### src/design/tlri_pkg.sv
`timescale 1ns / 1ps
// ----------------------------------------------------------------------------
// tlri_pkg
// Shared types, constants and helpers for the text line row indexer.
// ----------------------------------------------------------------------------
package tlri_pkg;

  // default sizes of the block
  localparam int OffsetBitsDefault      = 32;
  localparam int FrameBitsDefault       = 24;
  localparam int MaxCommentCharsDefault = 8;

  // configuration register widths
  localparam int CfgDataW      = 64;
  localparam int CommentCountW = 4;
  localparam int HeaderW       = 16;
  localparam int CfgIdxW       = 2;

  // configuration register indexes
  localparam logic [CfgIdxW-1:0] RegCommentChars = 2'd0;
  localparam logic [CfgIdxW-1:0] RegCommentCount = 2'd1;
  localparam logic [CfgIdxW-1:0] RegHeaderLines  = 2'd2;

  // reset values of the configuration registers ("#/c!;")
  localparam logic [CfgDataW-1:0]      CommentCharsReset = 64'h0000_003B_2163_2F23;
  localparam logic [CommentCountW-1:0] CommentCountReset = 4'd5;
  localparam logic [HeaderW-1:0]       HeaderLinesReset  = 16'd0;

  // line end bytes
  localparam logic [7:0] LfByte = 8'h0A;
  localparam logic [7:0] CrByte = 8'h0D;

  // configuration as seen by the scanner
  typedef struct packed {
    logic [CfgDataW-1:0]      comment_chars;
    logic [CommentCountW-1:0] comment_count;
  } cfg_t;

  // header counter load request
  typedef struct packed {
    logic               load;
    logic [HeaderW-1:0] value;
  } hdr_load_t;

  // tab, line feed, vertical tab, form feed, carriage return and space
  function automatic logic is_white(input logic [7:0] b);
    return (b == 8'h20) || ((b >= 8'h09) && (b <= 8'h0D));
  endfunction

endpackage

### src/design/tlri_cfg_regs.sv
`timescale 1ns / 1ps
// ----------------------------------------------------------------------------
// tlri_cfg_regs
// Configuration registers and header counter load request.
// ----------------------------------------------------------------------------
module tlri_cfg_regs (
  input  logic                             clk_i,
  input  logic                             rst_ni,
  input  logic                             cfg_we_i,
  input  logic [tlri_pkg::CfgIdxW-1:0]     cfg_idx_i,
  input  logic [tlri_pkg::CfgDataW-1:0]    cfg_wdata_i,
  output tlri_pkg::cfg_t                   cfg_o,
  output tlri_pkg::hdr_load_t              hdr_load_o
);

  logic [tlri_pkg::CfgDataW-1:0]      comment_chars_q, comment_chars_d;
  logic [tlri_pkg::CommentCountW-1:0] comment_count_q, comment_count_d;

  // register write decode
  always_comb begin
    comment_chars_d  = comment_chars_q;
    comment_count_d  = comment_count_q;
    hdr_load_o.load  = 1'b0;
    hdr_load_o.value = cfg_wdata_i[tlri_pkg::HeaderW-1:0];
    if (cfg_we_i) begin
      case (cfg_idx_i)
        tlri_pkg::RegCommentChars: comment_chars_d = cfg_wdata_i;
        tlri_pkg::RegCommentCount:
          comment_count_d = cfg_wdata_i[tlri_pkg::CommentCountW-1:0];
        tlri_pkg::RegHeaderLines: hdr_load_o.load = 1'b1;
        default: ;
      endcase
    end
  end

  always_ff @(posedge clk_i or negedge rst_ni) begin
    if (!rst_ni) begin
      comment_chars_q <= tlri_pkg::CommentCharsReset;
      comment_count_q <= tlri_pkg::CommentCountReset;
    end else begin
      comment_chars_q <= comment_chars_d;
      comment_count_q <= comment_count_d;
    end
  end

  assign cfg_o.comment_chars = comment_chars_q;
  assign cfg_o.comment_count = comment_count_q;

`ifndef SYNTHESIS
  a_chars_write: assert property (@(posedge clk_i) disable iff (!rst_ni)
    (cfg_we_i && cfg_idx_i == tlri_pkg::RegCommentChars) |=> comment_chars_q == $past(cfg_wdata_i))
    else $error("comment chars write lost");
  a_chars_hold: assert property (@(posedge clk_i) disable iff (!rst_ni)
    !(cfg_we_i && cfg_idx_i == tlri_pkg::RegCommentChars) |=> $stable(comment_chars_q))
    else $error("comment chars changed without a write");
  a_count_hold: assert property (@(posedge clk_i) disable iff (!rst_ni)
    !(cfg_we_i && cfg_idx_i == tlri_pkg::RegCommentCount) |=> $stable(comment_count_q))
    else $error("comment count changed without a write");
`endif

endmodule

### src/design/tlri_scan.sv
`timescale 1ns / 1ps
// ----------------------------------------------------------------------------
// tlri_scan
// Line scanner state: byte offset, row slot, comment and data flags, header
// counter. Classifies the staged byte and forms the line end result.
// ----------------------------------------------------------------------------
module tlri_scan #(
  parameter int OFFSET_BITS       = tlri_pkg::OffsetBitsDefault,
  parameter int FRAME_BITS        = tlri_pkg::FrameBitsDefault,
  parameter int MAX_COMMENT_CHARS = tlri_pkg::MaxCommentCharsDefault
) (
  input  logic                   clk_i,
  input  logic                   rst_ni,
  input  tlri_pkg::cfg_t         cfg_i,
  input  tlri_pkg::hdr_load_t    hdr_load_i,
  input  logic                   step_i,
  input  logic [7:0]             byte_i,
  output logic                   res_valid_o,
  output logic [FRAME_BITS-1:0]  res_slot_o,
  output logic [OFFSET_BITS-1:0] res_offset_o,
  output logic                   res_data_o,
  output logic                   res_header_o
);

  logic [OFFSET_BITS-1:0]       offset_q, offset_d, offset_nxt;
  logic [FRAME_BITS-1:0]        frame_q, frame_d;
  logic                         in_comment_q, in_comment_d;
  logic                         has_data_q, has_data_d;
  logic [tlri_pkg::HeaderW-1:0] header_left_q, header_left_d;
  logic [MAX_COMMENT_CHARS-1:0] hit;
  logic                         cmt_match;
  logic                         is_eol;
  logic                         in_header;

  // comment byte match, one comparator per slot
  always_comb begin
    for (int k = 0; k < MAX_COMMENT_CHARS; k++) begin
      hit[k] = (tlri_pkg::CommentCountW'(k) < cfg_i.comment_count) &&
               (cfg_i.comment_chars[8*k +: 8] == byte_i);
    end
  end
  assign cmt_match = |hit;

  // saturating next offset
  assign offset_nxt = (offset_q == {OFFSET_BITS{1'b1}}) ? offset_q
                                                       : offset_q + 1'b1;
  assign in_header  = (header_left_q != '0);
  assign is_eol     = (byte_i == tlri_pkg::LfByte) || (byte_i == tlri_pkg::CrByte);

  // classify the staged byte; the state only moves when the byte steps on or a header count loads
  always_comb begin
    offset_d      = offset_nxt;
    frame_d       = frame_q;
    in_comment_d  = in_comment_q;
    has_data_d    = has_data_q;
    header_left_d = header_left_q;
    res_valid_o   = 1'b0;
    res_data_o    = 1'b0;
    res_header_o  = 1'b0;
    if (in_header) begin
      if (byte_i == tlri_pkg::LfByte) begin
        header_left_d = header_left_q - 1'b1;
        res_valid_o   = 1'b1;
        res_header_o  = 1'b1;
      end
    end else if (!in_comment_q && cmt_match) begin
      in_comment_d = 1'b1;
    end else if (is_eol) begin
      if (has_data_q && (frame_q != {FRAME_BITS{1'b1}})) begin
        frame_d = frame_q + 1'b1;
      end
      in_comment_d = 1'b0;
      has_data_d   = 1'b0;
      res_valid_o  = 1'b1;
      res_data_o   = has_data_q;
    end else if (!in_comment_q && !tlri_pkg::is_white(byte_i)) begin
      has_data_d = 1'b1;
    end
    // hold the state while no byte moves on
    if (!step_i) begin
      offset_d      = offset_q;
      frame_d       = frame_q;
      in_comment_d  = in_comment_q;
      has_data_d    = has_data_q;
      header_left_d = header_left_q;
      if (hdr_load_i.load && (offset_q == '0)) begin
        // header count only takes effect before the first byte
        header_left_d = hdr_load_i.value;
      end
    end
  end

  assign res_slot_o   = frame_d;
  assign res_offset_o = offset_nxt;

  always_ff @(posedge clk_i or negedge rst_ni) begin
    if (!rst_ni) begin
      offset_q      <= '0;
      frame_q       <= '0;
      in_comment_q  <= 1'b0;
      has_data_q    <= 1'b0;
      header_left_q <= tlri_pkg::HeaderLinesReset;
    end else begin
      offset_q      <= offset_d;
      frame_q       <= frame_d;
      in_comment_q  <= in_comment_d;
      has_data_q    <= has_data_d;
      header_left_q <= header_left_d;
    end
  end

`ifndef SYNTHESIS
  a_offset_moves: assert property (@(posedge clk_i) disable iff (!rst_ni)
    step_i |=> offset_q != '0)
    else $error("byte offset still zero after a byte");
  a_frame_step: assert property (@(posedge clk_i) disable iff (!rst_ni)
    ##1 (frame_q == $past(frame_q) || frame_q == $past(frame_q) + 1'b1))
    else $error("row slot moved by more than one");
  a_header_hold: assert property (@(posedge clk_i) disable iff (!rst_ni)
    (!step_i && !hdr_load_i.load) |=> $stable(header_left_q))
    else $error("header counter changed without a byte or load");
`endif

endmodule

### src/design/text_line_row_indexer_top.sv
`timescale 1ns / 1ps
// ----------------------------------------------------------------------------
// text_line_row_indexer_top
// Row index builder for a byte stream of a text file.
// ----------------------------------------------------------------------------
// Accepts one byte per clock and emits one transaction for every line end
// (LF or CR not taken as a comment byte, or only LF while header lines are
// skipped) with the row slot and the offset of the next line. Each byte
// passes an input register, classification against the comment set and a
// result register, at one byte per cycle; the input only stalls when a line
// end result meets a full, stalled result register. Configuration must be
// written while no transaction is in flight, not enforced by the block; a
// header line count takes effect only before the first byte after reset.
module text_line_row_indexer_top #(
  parameter int OFFSET_BITS       = tlri_pkg::OffsetBitsDefault,
  parameter int FRAME_BITS        = tlri_pkg::FrameBitsDefault,
  parameter int MAX_COMMENT_CHARS = tlri_pkg::MaxCommentCharsDefault
) (
  input  logic                          clk_i,
  input  logic                          rst_ni,
  input  logic                          cfg_we_i,
  input  logic [tlri_pkg::CfgIdxW-1:0]  cfg_idx_i,
  input  logic [tlri_pkg::CfgDataW-1:0] cfg_wdata_i,
  input  logic                          in_valid_i,
  output logic                          in_stall_o,
  input  logic [7:0]                    data_byte_i,
  output logic                          out_valid_o,
  input  logic                          out_stall_i,
  output logic [FRAME_BITS-1:0]         row_slot_o,
  output logic [OFFSET_BITS-1:0]        row_offset_o,
  output logic                          data_row_o,
  output logic                          header_row_o
);

  tlri_pkg::cfg_t      cfg;
  tlri_pkg::hdr_load_t hdr_load;

  logic                   s1_valid_q, s1_valid_d;
  logic [7:0]             s1_byte_q;
  logic                   s1_adv;
  logic                   in_take;
  logic                   res_valid;
  logic [FRAME_BITS-1:0]  res_slot;
  logic [OFFSET_BITS-1:0] res_offset;
  logic                   res_data;
  logic                   res_header;
  logic                   out_valid_q, out_valid_d;
  logic                   out_load;
  logic [FRAME_BITS-1:0]  row_slot_q;
  logic [OFFSET_BITS-1:0] row_offset_q;
  logic                   data_row_q;
  logic                   header_row_q;

  tlri_cfg_regs u_cfg (
    .clk_i       (clk_i),
    .rst_ni      (rst_ni),
    .cfg_we_i    (cfg_we_i),
    .cfg_idx_i   (cfg_idx_i),
    .cfg_wdata_i (cfg_wdata_i),
    .cfg_o       (cfg),
    .hdr_load_o  (hdr_load)
  );

  tlri_scan #(
    .OFFSET_BITS       (OFFSET_BITS),
    .FRAME_BITS        (FRAME_BITS),
    .MAX_COMMENT_CHARS (MAX_COMMENT_CHARS)
  ) u_scan (
    .clk_i        (clk_i),
    .rst_ni       (rst_ni),
    .cfg_i        (cfg),
    .hdr_load_i   (hdr_load),
    .step_i       (s1_adv),
    .byte_i       (s1_byte_q),
    .res_valid_o  (res_valid),
    .res_slot_o   (res_slot),
    .res_offset_o (res_offset),
    .res_data_o   (res_data),
    .res_header_o (res_header)
  );

  // staged byte moves on unless its result finds the result register blocked
  assign s1_adv     = s1_valid_q && (!res_valid || !out_valid_q || !out_stall_i);
  assign in_stall_o = s1_valid_q && !s1_adv;
  assign in_take    = in_valid_i && !in_stall_o;
  assign out_load   = s1_adv && res_valid;

  // valid tracking for both stages
  always_comb begin
    s1_valid_d = s1_valid_q;
    if (in_take) begin
      s1_valid_d = 1'b1;
    end else if (s1_adv) begin
      s1_valid_d = 1'b0;
    end
    out_valid_d = out_valid_q;
    if (out_load) begin
      out_valid_d = 1'b1;
    end else if (out_valid_q && !out_stall_i) begin
      out_valid_d = 1'b0;
    end
  end

  always_ff @(posedge clk_i or negedge rst_ni) begin
    if (!rst_ni) begin
      s1_valid_q  <= 1'b0;
      out_valid_q <= 1'b0;
    end else begin
      s1_valid_q  <= s1_valid_d;
      out_valid_q <= out_valid_d;
    end
  end

  // payload registers
  always_ff @(posedge clk_i) begin
    if (in_take) begin
      s1_byte_q <= data_byte_i;
    end
    if (out_load) begin
      row_slot_q   <= res_slot;
      row_offset_q <= res_offset;
      data_row_q   <= res_data;
      header_row_q <= res_header;
    end
  end

  assign out_valid_o  = out_valid_q;
  assign row_slot_o   = row_slot_q;
  assign row_offset_o = row_offset_q;
  assign data_row_o   = data_row_q;
  assign header_row_o = header_row_q;

`ifndef SYNTHESIS
  a_stall_has_item: assert property (@(posedge clk_i) disable iff (!rst_ni)
    in_stall_o |-> (s1_valid_q && res_valid && out_valid_q && out_stall_i))
    else $error("input stalled without a blocked result");
  a_take_stages: assert property (@(posedge clk_i) disable iff (!rst_ni)
    in_take |=> s1_valid_q)
    else $error("accepted byte not staged");
  a_row_kind: assert property (@(posedge clk_i) disable iff (!rst_ni)
    out_valid_o |-> !(data_row_o && header_row_o))
    else $error("line marked both header and data");
`endif

endmodule

### config.mk
export PLATFORM = sky130hd
export DESIGN_NAME = text_line_row_indexer_top
export DESIGN_NICKNAME = d
export VERILOG_FILES = /design/src/design/tlri_pkg.sv /design/src/design/tlri_cfg_regs.sv /design/src/design/tlri_scan.sv /design/src/design/text_line_row_indexer_top.sv
export SDC_FILE = /design/constraint.sdc
export NUM_CORES = 1
export LEC_CHECK = 0
export ABC_AREA = 1
export BUFFER_PORTS_ARGS = -buffer_cell sky130_fd_sc_hd__buf_2
export CORE_MARGIN = 1.5
export CORE_UTILIZATION = 45
export CTS_CLUSTER_SIZE = 30
export DETAILED_ROUTE_END_ITERATION = 8
export MAX_ROUTING_LAYER = met4
export PLACE_DENSITY_LB_ADDON = 0.05
export SLEW_MARGIN = 15
export SYNTH_ARGS = -nofsm -noshare
export SYNTH_HDL_FRONTEND = slang
export SYNTH_SLANG_ARGS = --single-unit
### constraint.sdc
create_clock -name clk_i -period 6.71 [get_ports clk_i]
set_input_delay 1.342 -clock clk_i [delete_from_list [all_inputs] [get_ports clk_i]]
set_output_delay 1.342 -clock clk_i [all_outputs]
set_load 0.02 [all_outputs]
==> out/results.txt <==
Fraction of layout instances using a drive strength above 1: 17.3%
Cell Area, Placed: 12500 µm²
Outcome: completed
Number of storage elements in the synthesis netlist: 210
GR Overflow Total: 0
Area of the core: 25200 µm²
Static Leak: 6.04 nW
Maximum fanout along the worst path: 92
Number of cells after detailed placement: 1854
Proportion of total power due to net switching: 27.5%
Startpoint of the worst-slack reg-to-reg timing path: s1_byte_q[0]
Starting DRT DRC Count: 626
Leading area contributor after synthesis: dfrtp_1
Slowest Stage Delay on Critical Path: 0.78 ns
Peak supply drop: 0.179 mV
Maximum number of pins on one net before global-route repair: 102
Number of buffers and inverters on the critical path: 3
Number of pins exceeding their max-slew limit in the final report: 0
I/O pin count: 139
DRT Wirelength: 29600 µm
First drt pass iteration count: 5
Setup TNS: 0 ns
Post-CTS Hold Fix Bufs: 0
Critical path's most frequent cell: nand2_1
Category of the worst setup path launch point: register
Maximum frequency from static timing analysis: 222 MHz
Row count: 58
Switching power: 973 µW
Via count of the routed design: 9509
Number of violations of the max-capacitance limit: 0
Worst EP arrival: 4.69 ns
Required time at the worst-slack endpoint: 6.91 ns
Remaining antenna violation count: 0
Clock tree root driver cell: clkbuf_16
Remaining routing DRC violations: 0
Clock buffer depth: 3
Final min period: 4.50 ns
Class of the worst hold path: reg2reg
Fill cells: 2398
Fin area: 13300 µm²
Post-DP HPWL: 21400 µm
Post-layout nets: 1633
Post-layout power: 3.54 mW
Antenna violations before repair: 0
Number of flops mapped to enable cells by yosys: 66
Gr usage total: 23.2%
Post-detailed-route via-to-cell ratio: 5.01
Portion of total power attributed to the clock network: 40.6%
Number of instances on the worst hold path: 2
R2R depth: 16
Setup repair after global routing missed its margin: false
DIE AREA: 26700 µm²
Number of port buffers: 138
Setup slack on the worst flop-to-flop path: 2.21 ns
Post-synth top flop: dfrtp_1
Mapped Cells: 1433
Clock sink total: 210
Sequential fraction of design power: 43.9%
Reg-to-reg endpoint: row_offset_o[20]
Ys async rst share: 68.6%
Register area share after synthesis: 48.5%
Effective utilization at floorplan: 45.9%
Cell Pwr Density: 265 nW/µm²
Mapped cell area: 11600 µm²
End of the worst hold path: u_scan.header_left_q[0]
Number of buffers added by the clock tree synthesis step: 24
Kind of critical path: reg2reg
Via count of the first global-routing pass: 9002
Min-delay src: u_scan.header_left_q[0]
Gate power share: 15.4%
Die H: 163 µm
Final hold viol count: 0
CTS tree: built
Cell types with the largest area share after synthesis: dfrtp_1 27%, edfxtp_1 17%, nand2_1 15%, dfstp_2 4.8%, inv_1 4.3%
Width of the die: 163 µm
H-tree levels: 1
Transition time at the pin with the least slew margin: 1.02 ns
Number of distinct standard cells referenced by the synthesized netlist: 44
Fraction of synthesized cell area taken by the top area cell type: 26.6%
Internal portion of total power: 2.56 mW
Number of nets in the synthesized netlist: 1516
Core utilization of the finished layout: 52.9%
Remaining max-slew budget at the tightest pin: 31.8%
Clock slew at the register clock pins of the worst setup and hold paths: 0.06 ns
Series of cell instances along the critical path: inv_1 > nand2_1 > nand3_1 > nor2_1 > nand3_1 > nand2_1 > nor2_1 > nand2_1 > nand2_4 > nand3_4 > nand2_4 > a21oi_4 > buf_4 > nand2_1 > nand2_2 > buf_4
Avg Synthesized Cell Area: 8.07 µm²
Resized cells post-CTS: 0
Worst path slowest cell: nand2_2
Post-CTS setup repair buffer count: 0
Area used by multi-input combinational logic: 5160 µm²
Routed len/inst: 15.6 µm
Count of placed standard cells in the final layout, fillers left out: 1898
Worst clock skew: 0.0164 ns
Kind of end point of the critical path: register
Number of inserted diodes: 0
Total area of sequential cells: 5610 µm²
Total of warnings raised by yosys: 0
Global-route wire length before repair: 47600 µm
Number of endpoints failing setup at the final stage: 0
Share of the clock period used by the worst path: 67.0%
Final weighted congestion of routability-driven global placement: 0.907
Area growth syn-to-layout: 15.3%
Family with the most delay on the worst path: simple AND/OR/NAND/NOR gates
Worst-Skew Late Latency: 0.52 ns
cells in the mapped netlist, types with 2 or more instances:
| library cell | n |
|---|---|
| a21oi_1 | 38 |
| nor2_4 | 2 |
| nand2_1 | 474 |
| nand3_1 | 72 |
| edfxtp_1 | 66 |
| nand2_2 | 5 |
| inv_4 | 2 |
| dfrtp_1 | 123 |
| o21ai_0 | 87 |
| nor4_1 | 18 |
| clkbuf_1 | 21 |
| nor2_1 | 122 |
| inv_1 | 133 |
| nor3_4 | 2 |
| a21boi_0 | 2 |
| buf_6 | 2 |
| o22ai_1 | 2 |
| buf_4 | 9 |
| nor3_2 | 2 |
| buf_2 | 16 |
| buf_1 | 3 |
| mux2_2 | 27 |
| nand4_1 | 33 |
| nand2_4 | 7 |
| nor3_1 | 19 |
| xnor2_1 | 31 |
| nor2_2 | 6 |
| o21ai_1 | 15 |
| clkinv_1 | 2 |
| ha_1 | 4 |
| xor2_1 | 47 |
| dfstp_2 | 21 |
| nand3b_1 | 3 |
| inv_2 | 3 |
| or2_2 | 5 |
layer usage:
metal / GRT usage [%] / share of wire [%]
met2: 35.6 / 45
met3: 3.00 / 4.5
met5: - / 0
met4: 5.25 / 1.7
met1: 32.8 / 49
cell usage in the layout, fill, tap and decap left out, drive strengths merged:
cell      instances
dfstp            21
or2               6
a21oi            38
xor2             47
clkinvlp          1
nor3             23
o21ai           102
o22ai             2
mux2             27
nor2            130
bufinv            5
nand3            73
nand3b            3
edfxtp           66
inv             139
ha                4
nand2           486
o211ai            2
dfrtp           123
buf             143
clkbuf           28
clkinv           11
nor4             19
xnor2            31
nand4            33
a21boi            2
o31ai             1
or3               1
nor4b             1
flip-flops by register name, summed over array words and instances, names as in the netlist, 4 cells and up:
register and flops:
u_scan.offset_q 32, u_cfg.comment_count_q 4, s1_byte_q 8, row_offset_o 32
u_cfg.comment_chars_q 64, row_slot_o 24, u_scan.header_left_q 16, u_scan.frame_q 24
worst reg2reg max path: stages, from the launching register on:
cell,delay (ns)
edfxtp_1,0.69
inv_1,0.23
nand2_1,0.10
nand3_1,0.08
nor2_1,0.11
nand3_1,0.08
nand2_1,0.06
nor2_1,0.05
nand2_1,0.13
nand2_4,0.21
nand3_4,0.15
nand2_4,0.08
a21oi_4,0.11
buf_4,0.64
nand2_1,0.22
nand2_2,0.78
buf_4,0.44
worst max path at each step:
stage,startpoint,end,slack [ns],cells after the start
after floorplan,out_stall_i,data_row_o,3.14,6
after global placement,s1_byte_q[1],row_offset_o[31],2.20,16
after detailed placement,s1_byte_q[0],row_offset_o[31],2.16,16
after CTS,s1_byte_q[0],row_offset_o[20],2.14,16
after global routing,s1_byte_q[0],row_offset_o[20],1.76,16
final,s1_byte_q[0],row_offset_o[20],2.21,16
power groups by stage:
stage | registers [mW] | logic (mW) | clock network, mW
after floorplan | 1.53 | 0.423 | 0
after global placement | 1.58 | 0.545 | 0
after detailed placement | 1.58 | 0.550 | 0
after CTS | 1.55 | 0.553 | 1.47
after global routing | 1.57 | 0.625 | 1.52
final | 1.55 | 0.546 | 1.44
area by class of cell:
cell class | count | area share, %
sequential | 210 | 42.1
multi-input combinational | 1031 | 38.7
timing repair buffer | 143 | 5.51
clock buffer | 28 | 5.01
inverter | 140 | 3.98
tap | 330 | 3.10
clock inverter | 16 | 1.57
through the flow:
step,worst slack (ns),hold WS [ns]
floorplan,3.14,0.449
global placement,2.20,0.468
detailed placement,2.16,0.479
CTS,2.14,0.493
global route,1.76,0.518
finish,2.21,0.487
cell families after synthesis:
group                      share of synthesized area [%]
xor gates and xnor gates                            5.91
AOI/OAI and AO/OA                                   6.54
buffers and inverters                               6.97
and+or+nand+nor                                     29.0
muxes                                               2.63
DFF                                                 48.5
adders and majority gates                          0.433
Note: power is estimated with default switching activity, not from simulation.
